===== src/punrank_pkg.sv =====
// Package for the permutation unranking block: word types and the factorial table.
// No dependencies; permutation_unrank_top imports it.
package punrank_pkg;

  typedef logic [61:0] rank_t;

  typedef struct packed {
    logic [4:0] perm_length;
    rank_t      rank_number;
  } in_word_t;

  typedef struct packed {
    logic [4:0] element_value;
    logic       final_flag;
    logic       rank_error;
  } out_word_t;

  // k! at entry k; lengths above twenty are rejected, so those entries never matter.
  localparam rank_t FACT_TABLE [0:31] = '{
    62'd1, 62'd1, 62'd2, 62'd6, 62'd24, 62'd120, 62'd720, 62'd5040, 62'd40320,
    62'd362880, 62'd3628800, 62'd39916800, 62'd479001600, 62'd6227020800,
    62'd87178291200, 62'd1307674368000, 62'd20922789888000,
    62'd355687428096000, 62'd6402373705728000, 62'd121645100408832000,
    62'd2432902008176640000,
    62'd0, 62'd0, 62'd0, 62'd0, 62'd0, 62'd0, 62'd0, 62'd0, 62'd0, 62'd0, 62'd0
  };

endpackage


===== src/punrank_pick.sv =====
// Picks the sel-th set bit (counted from bit 0) of the free-value bitmap.
// Depends on nothing but its parameter; used by permutation_unrank_top.
module punrank_pick #(
  parameter int MAX_LEN = 20
) (
  input  logic [MAX_LEN-1:0] free_map,
  input  logic [4:0]         sel,
  output logic [MAX_LEN-1:0] hit,
  output logic [4:0]         index
);

  // Each bit is judged on its own: it is the pick when it is free and exactly
  // sel free bits lie below it.
  always_comb begin
    logic [MAX_LEN-1:0] below;
    hit   = '0;
    index = '0;
    for (int b = 0; b < MAX_LEN; b++) begin
      below  = free_map & ((MAX_LEN)'(1) << b) - (MAX_LEN)'(1);
      hit[b] = free_map[b] && (5'($countones(below)) == sel);
      if (hit[b]) begin
        index = index | 5'(b);
      end
    end
  end

endmodule


===== src/permutation_unrank_top.sv =====
// Top level of the lexicographic permutation unranking block.
// Depends on punrank_pkg and punrank_pick.
//
//   port group   direction  word type    contents
//   in_*         in         in_word_t    length n and one-based rank
//   out_*        out        out_word_t   one element per word, last flagged
//
// Each request goes through setup and a range check, then for each of the n
// elements a restoring division by (n-1-i)! in one shared subtract-and-compare
// unit and a pick of the free value. A rejected request gives one word.
// Reset is synchronous and active low; it empties the output register.
// A stalled output holds the sequencer in its emit or error state; no input is taken
// until the last word of the current request is loaded.
module permutation_unrank_top #(
  parameter int MAX_LEN = 20
) (
  input  logic                  clk,
  input  logic                  rst_n,
  input  logic                  in_valid,
  output logic                  in_ready,
  input  punrank_pkg::in_word_t in_data,
  output logic                  out_valid,
  input  logic                  out_ready,
  output punrank_pkg::out_word_t out_data
);

  import punrank_pkg::*;

  localparam logic [4:0] MAX_N = 5'(MAX_LEN);

  typedef enum logic [2:0] {
    ST_IDLE,
    ST_CHECK,
    ST_DIV,
    ST_EMIT,
    ST_ERR
  } state_t;

  state_t             state_r;
  logic [4:0]         n_r;
  logic [4:0]         pos_r;
  rank_t              rank_r;
  rank_t              rem_r;
  rank_t              fact_r;
  logic [MAX_LEN-1:0] free_r;
  logic [2:0]         bit_r;
  logic [4:0]         digit_r;
  logic               out_valid_r;
  out_word_t          out_data_r;

  logic [66:0]        div_shift;
  logic [66:0]        div_diff;
  logic               div_ge;
  logic               range_err;
  logic [MAX_LEN-1:0] init_free;
  logic [MAX_LEN-1:0] pick_hit;
  logic [4:0]         pick_index;
  logic               out_free;
  logic               out_load;
  logic               last_elem;
  logic [4:0]         next_fact_idx;

  punrank_pick #(
    .MAX_LEN(MAX_LEN)
  ) u_pick (
    .free_map(free_r),
    .sel     (digit_r),
    .hit     (pick_hit),
    .index   (pick_index)
  );

  // Shared unit: one trial subtraction of the divisor shifted by the current
  // quotient bit. The quotient never exceeds 19, so five bits suffice.
  assign div_shift = {5'd0, fact_r} << bit_r;
  assign div_diff  = {5'd0, rem_r} - div_shift;
  assign div_ge    = ({5'd0, rem_r} >= div_shift);

  assign range_err = (n_r == 5'd0) || (n_r > MAX_N) || (rank_r == '0) ||
                     (rank_r > FACT_TABLE[n_r]);

  always_comb begin
    for (int b = 0; b < MAX_LEN; b++) begin
      init_free[b] = (5'(b) < n_r);
    end
  end

  assign out_free      = !out_valid_r || out_ready;
  assign out_load      = out_free && ((state_r == ST_EMIT) || (state_r == ST_ERR));
  assign last_elem     = (pos_r == n_r - 5'd1);
  assign next_fact_idx = n_r - pos_r - 5'd2;

  assign in_ready  = (state_r == ST_IDLE);
  assign out_valid = out_valid_r;
  assign out_data  = out_data_r;

  always_ff @(posedge clk) begin
    if (!rst_n) begin
      state_r     <= ST_IDLE;
      out_valid_r <= 1'b0;
    end else begin
      if (out_load) begin
        out_valid_r <= 1'b1;
      end else if (out_ready) begin
        out_valid_r <= 1'b0;
      end
      unique case (state_r)
        ST_IDLE: begin
          if (in_valid) begin
            n_r     <= in_data.perm_length;
            rank_r  <= in_data.rank_number;
            state_r <= ST_CHECK;
          end
        end
        ST_CHECK: begin
          if (range_err) begin
            state_r <= ST_ERR;
          end else begin
            rem_r   <= rank_r - 62'd1;
            free_r  <= init_free;
            pos_r   <= '0;
            fact_r  <= FACT_TABLE[n_r - 5'd1];
            bit_r   <= 3'd4;
            digit_r <= '0;
            state_r <= ST_DIV;
          end
        end
        ST_DIV: begin
          if (div_ge) begin
            rem_r <= div_diff[61:0];
          end
          digit_r[bit_r] <= div_ge;
          bit_r          <= bit_r - 3'd1;
          if (bit_r == 3'd0) begin
            state_r <= ST_EMIT;
          end
        end
        ST_EMIT: begin
          if (out_free) begin
            out_data_r.element_value   <= pick_index + 5'd1;
            out_data_r.final_flag      <= last_elem;
            out_data_r.rank_error      <= 1'b0;
            free_r                     <= free_r & ~pick_hit;
            pos_r                      <= pos_r + 5'd1;
            if (last_elem) begin
              state_r <= ST_IDLE;
            end else begin
              fact_r  <= FACT_TABLE[next_fact_idx];
              bit_r   <= 3'd4;
              digit_r <= '0;
              state_r <= ST_DIV;
            end
          end
        end
        ST_ERR: begin
          if (out_free) begin
            out_data_r.element_value <= '0;
            out_data_r.final_flag    <= 1'b1;
            out_data_r.rank_error    <= 1'b1;
            state_r                  <= ST_IDLE;
          end
        end
        default: begin
          state_r <= ST_IDLE;
        end
      endcase
    end
  end

endmodule

===== config.mk =====
export PLATFORM = sky130hd
export DESIGN_NAME = permutation_unrank_top
export DESIGN_NICKNAME = d
export VERILOG_FILES = /design/src/punrank_pkg.sv /design/src/punrank_pick.sv /design/src/permutation_unrank_top.sv
export SDC_FILE = /design/constraint.sdc
export NUM_CORES = 1
export LEC_CHECK = 0
export ABC_CLOCK_PERIOD_IN_PS = 8700
export BUFFER_PORTS_ARGS = -buffer_cell sky130_fd_sc_hd__buf_2
export CAP_MARGIN = 40
export CORE_MARGIN = 1
export CORE_UTILIZATION = 42
export CTS_BUF_LIST = sky130_fd_sc_hd__clkbuf_4 sky130_fd_sc_hd__clkbuf_8
export DETAILED_ROUTE_END_ITERATION = 8
export PLACE_DENSITY = 0.68
export SKIP_CTS_REPAIR_TIMING = 1
export SYNTH_ARGS = -nofsm -noshare
export SYNTH_HDL_FRONTEND = slang
export SYNTH_SLANG_ARGS = --single-unit

===== constraint.sdc =====
create_clock -name clk -period 8.7 [get_ports clk]
set_clock_uncertainty 0.15 [all_clocks]
set_input_delay 0.87 -clock clk [delete_from_list [all_inputs] [get_ports clk]]
set_output_delay 0.87 -clock clk [all_outputs]
set_load 0.02 [all_outputs]

==> impl_metrics.tcl, run 1 <==
set metrics [dict create \
    synthArstFlopShare 0 \
    syn2layout_area_growth_pct 9.42 \
    rrSetupSlack_ps 1850 \
    rsz0062_at_grt "false" \
    critPathCaptureType "flip-flop" \
    drv_slew 0 \
    yosysMostFrequentCell "nand2_1" \
    synth-edff-count 217 \
    syn-num-nets 2645 \
    critical_path_required_ps 8930 \
    power_density_nw_per_um2 130 \
    grt_pass1_wl_um 103000 \
    start_util 0.425 \
    post-route-period-util 0.788 \
    status "complete, no violations" \
    die-area_um2 51700 \
    critPathMaxStageDelay_ps 660 \
    first_global_vias 18000 \
    synth.top_cell.area_share 0.306 \
    yosys.area.top_type "edfxtp_1" \
    criticalPathCategory "reg2reg" \
    path_buf_inv 5 \
    die_w_um 227 \
    r2r_cells 24 \
    gp_congestion 0.987 \
    tritoncts "yes" \
    yosys_warnings 0 \
    post_drt_wl_per_cell_um 22.0 \
    hold_end "rank_r[48]$_DFFE_PP_" \
    slew_headroom 0.419 \
    hpwl_um 52400 \
    clkTransAtPathRegs_ps 70 \
    multiInputGateArea_um2 13900 \
    power_mw 3.03 \
    htree_levels 2 \
    cts_sinks 221 \
    overflow 0 \
    synth_common_cells "234 x nand2_1, 217 x edfxtp_1, 198 x a21oi_1, 198 x ha_1, 180 x nor2_1" \
    fin_crit_ps 6850 \
    worst-path-max-fanout 11 \
    root_buffer "clkbuf_8" \
    gr-usage-all-layers 0.262 \
    fill_cells 4803 \
    cts_buffers 45 \
    regArea_um2 6600 \
    portBuffers 79 \
    finalSetupTns_ps 0 \
    r2r-end "out_data[6]$_SDFFCE_PN0P_" \
    routed_wl_um 68100 \
    synth_area_um2 21300 \
    insertion_delay_ps 660 \
    drive_above_1_share 0.112 \
    cp.depth 24 \
    slowest_stage "ha_1" \
    antenna_found_initial 3 \
    first_iter_violations 1934 \
    maxClockFrequency_mhz 146 \
    ys_top_cells_by_area "edfxtp_1 31%, ha_1 12%, a21oi_1 4.6%" \
    vias 18600 \
    grt_max_degree 84 \
    syn_area_per_cell_um2 9.08 \
    holdCritPathClass "in2reg" \
    rr_startpoint "free_r[1]$_DFFE_PP_" \
    arrival_ps 7090 \
    total_leakage_power_nw 9.45 \
    ys_ff_latch 221 \
    min-delay-start "in_data[48]" \
    setup_viol 0 \
    num_rows 82 \
    die_y_um 227 \
    critPathTopFamily "adder cells" \
    max_cap_violations 0 \
    hold_violations 0 \
    dr.pass1.iters 5 \
    critical_path.cell_chain "ha_1, inv_1, fa_1, inv_1, ha_1, xor2_1, ha_1, inv_1, fa_1, inv_1, ha_1, inv_1, fa_1, nand3b_1, xnor3_1, nor4_1, nand2_1, and3_2, nand3_1, or2_2, ha_1, nand3_1, xor2_1, nor2_1" \
    max-clock-path-buffers 3 \
    cp-start-kind "flip-flop" \
    yosysUniqueCellTypes 109 \
    worstHoldPathCells 1 \
    seq_area_frac_synth 0.309 \
    synthCells 2349 \
    detail-route-antenna-nets 0 \
    ios 80 \
    routed_via_density 6.03 \
    core_um2 50200 \
    nNetsFinal 2680 \
    drc 0 \
    vdd_drop_max_v 0.0000948 \
    synth_ff_type "edfxtp_1" \
    tightest_slew_ps 871 \
]
report_power, final:
part / switching (mW) / total, mW / internal, mW
registers: 0.0391 / 1.24 / 1.20
clock network: 0.536 / 1.26 / 0.727
logic: 0.321 / 0.525 / 0.203
total: 0.897 / 3.03 / 2.13
kinds of logic after synthesis:
| family | Yosys count | synth area share |
|---|---|---|
| and+or+nand+nor | 725 | 0.164 |
| AOI/OAI and AO/OA | 641 | 0.189 |
| muxes | 103 | 0.0608 |
| buffers and inverters | 217 | 0.0407 |
| DFF | 221 | 0.309 |
| adders and majority gates | 228 | 0.143 |
| xor gates and xnor gates | 214 | 0.0933 |
final cells by class:
class	instances	share of cell area
Multi-Input combinational cell	1911	0.595
Sequential cell	221	0.283
Tap cell	672	0.0360
Clock buffer	51	0.0285
Timing Repair Buffer	108	0.0271
Inverter	97	0.0157
Clock inverter	30	0.0147
Antenna cell	1	0.000107
worst max path at each step:
stage,endpoint,start,slack [ps]
floorplan,out_data[6]$_SDFFCE_PN0P_,free_r[0]$_DFFE_PP_,2580
global placement,out_data[6]$_SDFFCE_PN0P_,free_r[0]$_DFFE_PP_,1910
detailed placement,out_data[6]$_SDFFCE_PN0P_,free_r[0]$_DFFE_PP_,1870
CTS,out_data[6]$_SDFFCE_PN0P_,free_r[1]$_DFFE_PP_,1820
global route,out_data[6]$_SDFFCE_PN0P_,free_r[0]$_DFFE_PP_,1300
finish,out_data[6]$_SDFFCE_PN0P_,free_r[1]$_DFFE_PP_,1850
stage by stage:
stage | setup WS, ps | hold WS [ps] | instance area (µm²) | util | cells
floorplan | 2580 | 410 | 21300 | - | 2349
global placement | 1910 | 454 | 22300 | 0.444 | 3004
detailed placement | 1870 | 462 | 22300 | 0.445 | 3009
CTS | 1820 | 207 | 23300 | 0.465 | 3090
global route | 1300 | 232 | 23300 | 0.465 | 3090
finish | 1850 | 244 | 23300 | 0.465 | 3091
layout by cell type, fill, tap and decap left out, types with 11 or more instances in the layout:
cell	count
mux4_2	20
a21o_1	66
a31oi_1	27
and3_1	11
nand4_1	38
mux2_2	13
nand2b_1	22
nand3_1	45
buf_2	81
fa_1	27
nor4_1	21
o211ai_1	12
or2_2	14
o31ai_1	11
inv_1	94
mux2i_1	70
o21ai_1	15
nand2_1	233
xnor2_1	111
xor2_1	95
and2_1	12
ha_1	198
o21a_1	11
clkbuf_8	45
nor3_1	58
nor2_1	180
a211oi_1	16
a21oi_1	198
o21ai_0	157
edfxtp_1	217
nor2b_1	29
o22ai_1	16
buf_4	25
or3_1	11
o21bai_1	11
metal layers:
layer  routed length, µm  track usage
met1               29100        0.355
met2               30600        0.413
met3                6050       0.0490
met4                2370        0.102
met5                  13            0
flip-flops by register name (all words and copies together) (netlist names), 5 cells and up:
name	count
n_r	5
fact_r	48
pos_r	5
out_data	7
digit_r	5
rank_r	62
free_r	20
rem_r	62
(Power assumes the default switching activity.)
==> run 2: changes to the inputs <==
- ABC_CLOCK_PERIOD_IN_PS: 8700 -> 7050
- clock period: 8.7 -> 7.05 ns (I/O delays scaled with it)
==> run 2 against run 1 <==
  * Global-route usage hardly changed
  * Design area hardly changed
  * Die area stayed put
  * Wire length is 0.46% lower
  * Core utilization hardly changed
  * Critical endpoint unchanged
==> impl_metrics.tcl, run 2 (same netlist as run 1, synthesis figures left out) <==
set metrics [dict create \
    die_y_um 227 \
    grt_pass1_wl_um 104000 \
    insertion_delay_ps 630 \
    die-area_um2 51700 \
    path_buf_inv 3 \
    slowest_stage "xnor3_1" \
    post-route-util 0.465 \
    cts_sinks 221 \
    detail-route-antenna-nets 0 \
    routed_via_density 6.04 \
    hold_slack_ps 106 \
    dp_slack_ps 600 \
    dpl_cell_area_um2 22400 \
    status "complete, no violations" \
    cts_buffers 44 \
    dr.pass1.iters 5 \
    syn2layout_area_growth_pct 9.47 \
    rsz0062_at_grt "false" \
    fin_crit_ps 6530 \
    vias 18700 \
    critPathTopFamily "adder cells" \
    routed_wl_um 67800 \
    grt_max_degree 67 \
    final_cell_mix "233 x nand2_1, 217 x edfxtp_1, 198 x a21oi_1, 198 x ha_1, 180 x nor2_1" \
    critPathMaxStageDelay_ps 530 \
    gr-usage-all-layers 0.262 \
    antenna_found_initial 1 \
    worst_path_most_repeated_cell "ha_1" \
    place_inst 3011 \
    max-clock-path-buffers 3 \
    drv_slew 0 \
    hold_violations 0 \
    die_w_um 227 \
    first_iter_violations 1702 \
    htree_levels 2 \
    core_um2 50200 \
    cp-start-kind "flip-flop" \
    maxClockFrequency_mhz 153 \
    holdCritPathClass "in2reg" \
    vdd_drop_max_v 0.000147 \
    num_rows 82 \
    clkTransAtPathRegs_ps 60 \
    hpwl_um 52100 \
    critical_path_required_ps 7270 \
    largestRegisters "rank_r: 62 flops, rem_r: 62 flops, fact_r: 48 flops" \
    portBuffers 79 \
    root_buffer "clkbuf_8" \
    ios 80 \
    overflow 0 \
    fill_cells 4811 \
    first_global_vias 17800 \
    diodes 0 \
    drc 0 \
    critPathCaptureType "flip-flop" \
    criticalPathCategory "reg2reg" \
    power_density_nw_per_um2 159 \
    power_mw 3.71 \
    start_util 0.425 \
    worst-path-max-fanout 10 \
    post-route-period-util 0.926 \
    arrival_ps 6750 \
    layout_commonest_cell "nand2_1" \
    setup_slack_ps 524 \
    total_leakage_power_nw 9.46 \
    post_drt_wl_per_cell_um 21.9 \
    nNetsFinal 2681 \
    max_cap_violations 0 \
    slew_headroom 0.366 \
    gp_congestion 0.961 \
    tritoncts "yes" \
    setup_viol 0 \
    finalSetupTns_ps 0 \
    tightest_slew_ps 944 \
    final_area_um2 23300 \
    drive_above_1_share 0.111 \
    fin_cells 3091 \
]
[run 2: changes by cell type in the layout (fill, tap and decap cells not counted), sizes merged]
| cell | before | now |
|---|---|---|
| clkinv | 17 | 19 |
| clkbuf | 51 | 50 |
| clkinvlp | 4 | 2 |
| diode | 1 | 0 |
| buf | 108 | 110 |
[run 2: worst register-to-register path, delay by kind of cell (launching register included)]
kind | cells | cell delay, ps
compound gates | 2 | 310
xor+xnor | 5 | 1440
fa+ha+maj | 7 | 2200
buf+inv | 3 | 330
flops | 1 | 470
simple gates | 8 | 1390
[run 2: layer usage]
layer  part of all wire  track usage
met1               0.44        0.363
met2               0.46        0.418
met3              0.077       0.0408
met4              0.030       0.0853
met5            0.00027            0
[run 2: power by group]
part           total, mW  internal, mW  switching (mW)
registers           1.53          1.48          0.0496
clock network       1.53         0.882           0.644
logic              0.647         0.251           0.396
total               3.71          2.62            1.09
[run 2: area by class of cell]
class,count,area (µm²),area share
Tap cell,672,841,0.0360
Timing Repair Buffer,110,671,0.0287
Clock inverter,30,333,0.0143
Inverter,97,365,0.0156
Multi-Input combinational cell,1911,13900,0.595
Clock buffer,50,651,0.0279
Sequential cell,221,6600,0.283
[run 2: final timing paths]
check	from	endpoint	slack, ps	depth (start not counted)
setup reg to reg	free_r[0]$_DFFE_PP_	out_data[6]$_SDFFCE_PN0P_	520	25
setup / recovery	free_r[0]$_DFFE_PP_	out_data[6]$_SDFFCE_PN0P_	520	25
hold / removal	in_data[45]	rank_r[45]$_DFFE_PP_	110	1
hold reg to reg	free_r[17]$_DFFE_PP_	free_r[17]$_DFFE_PP_	460	2
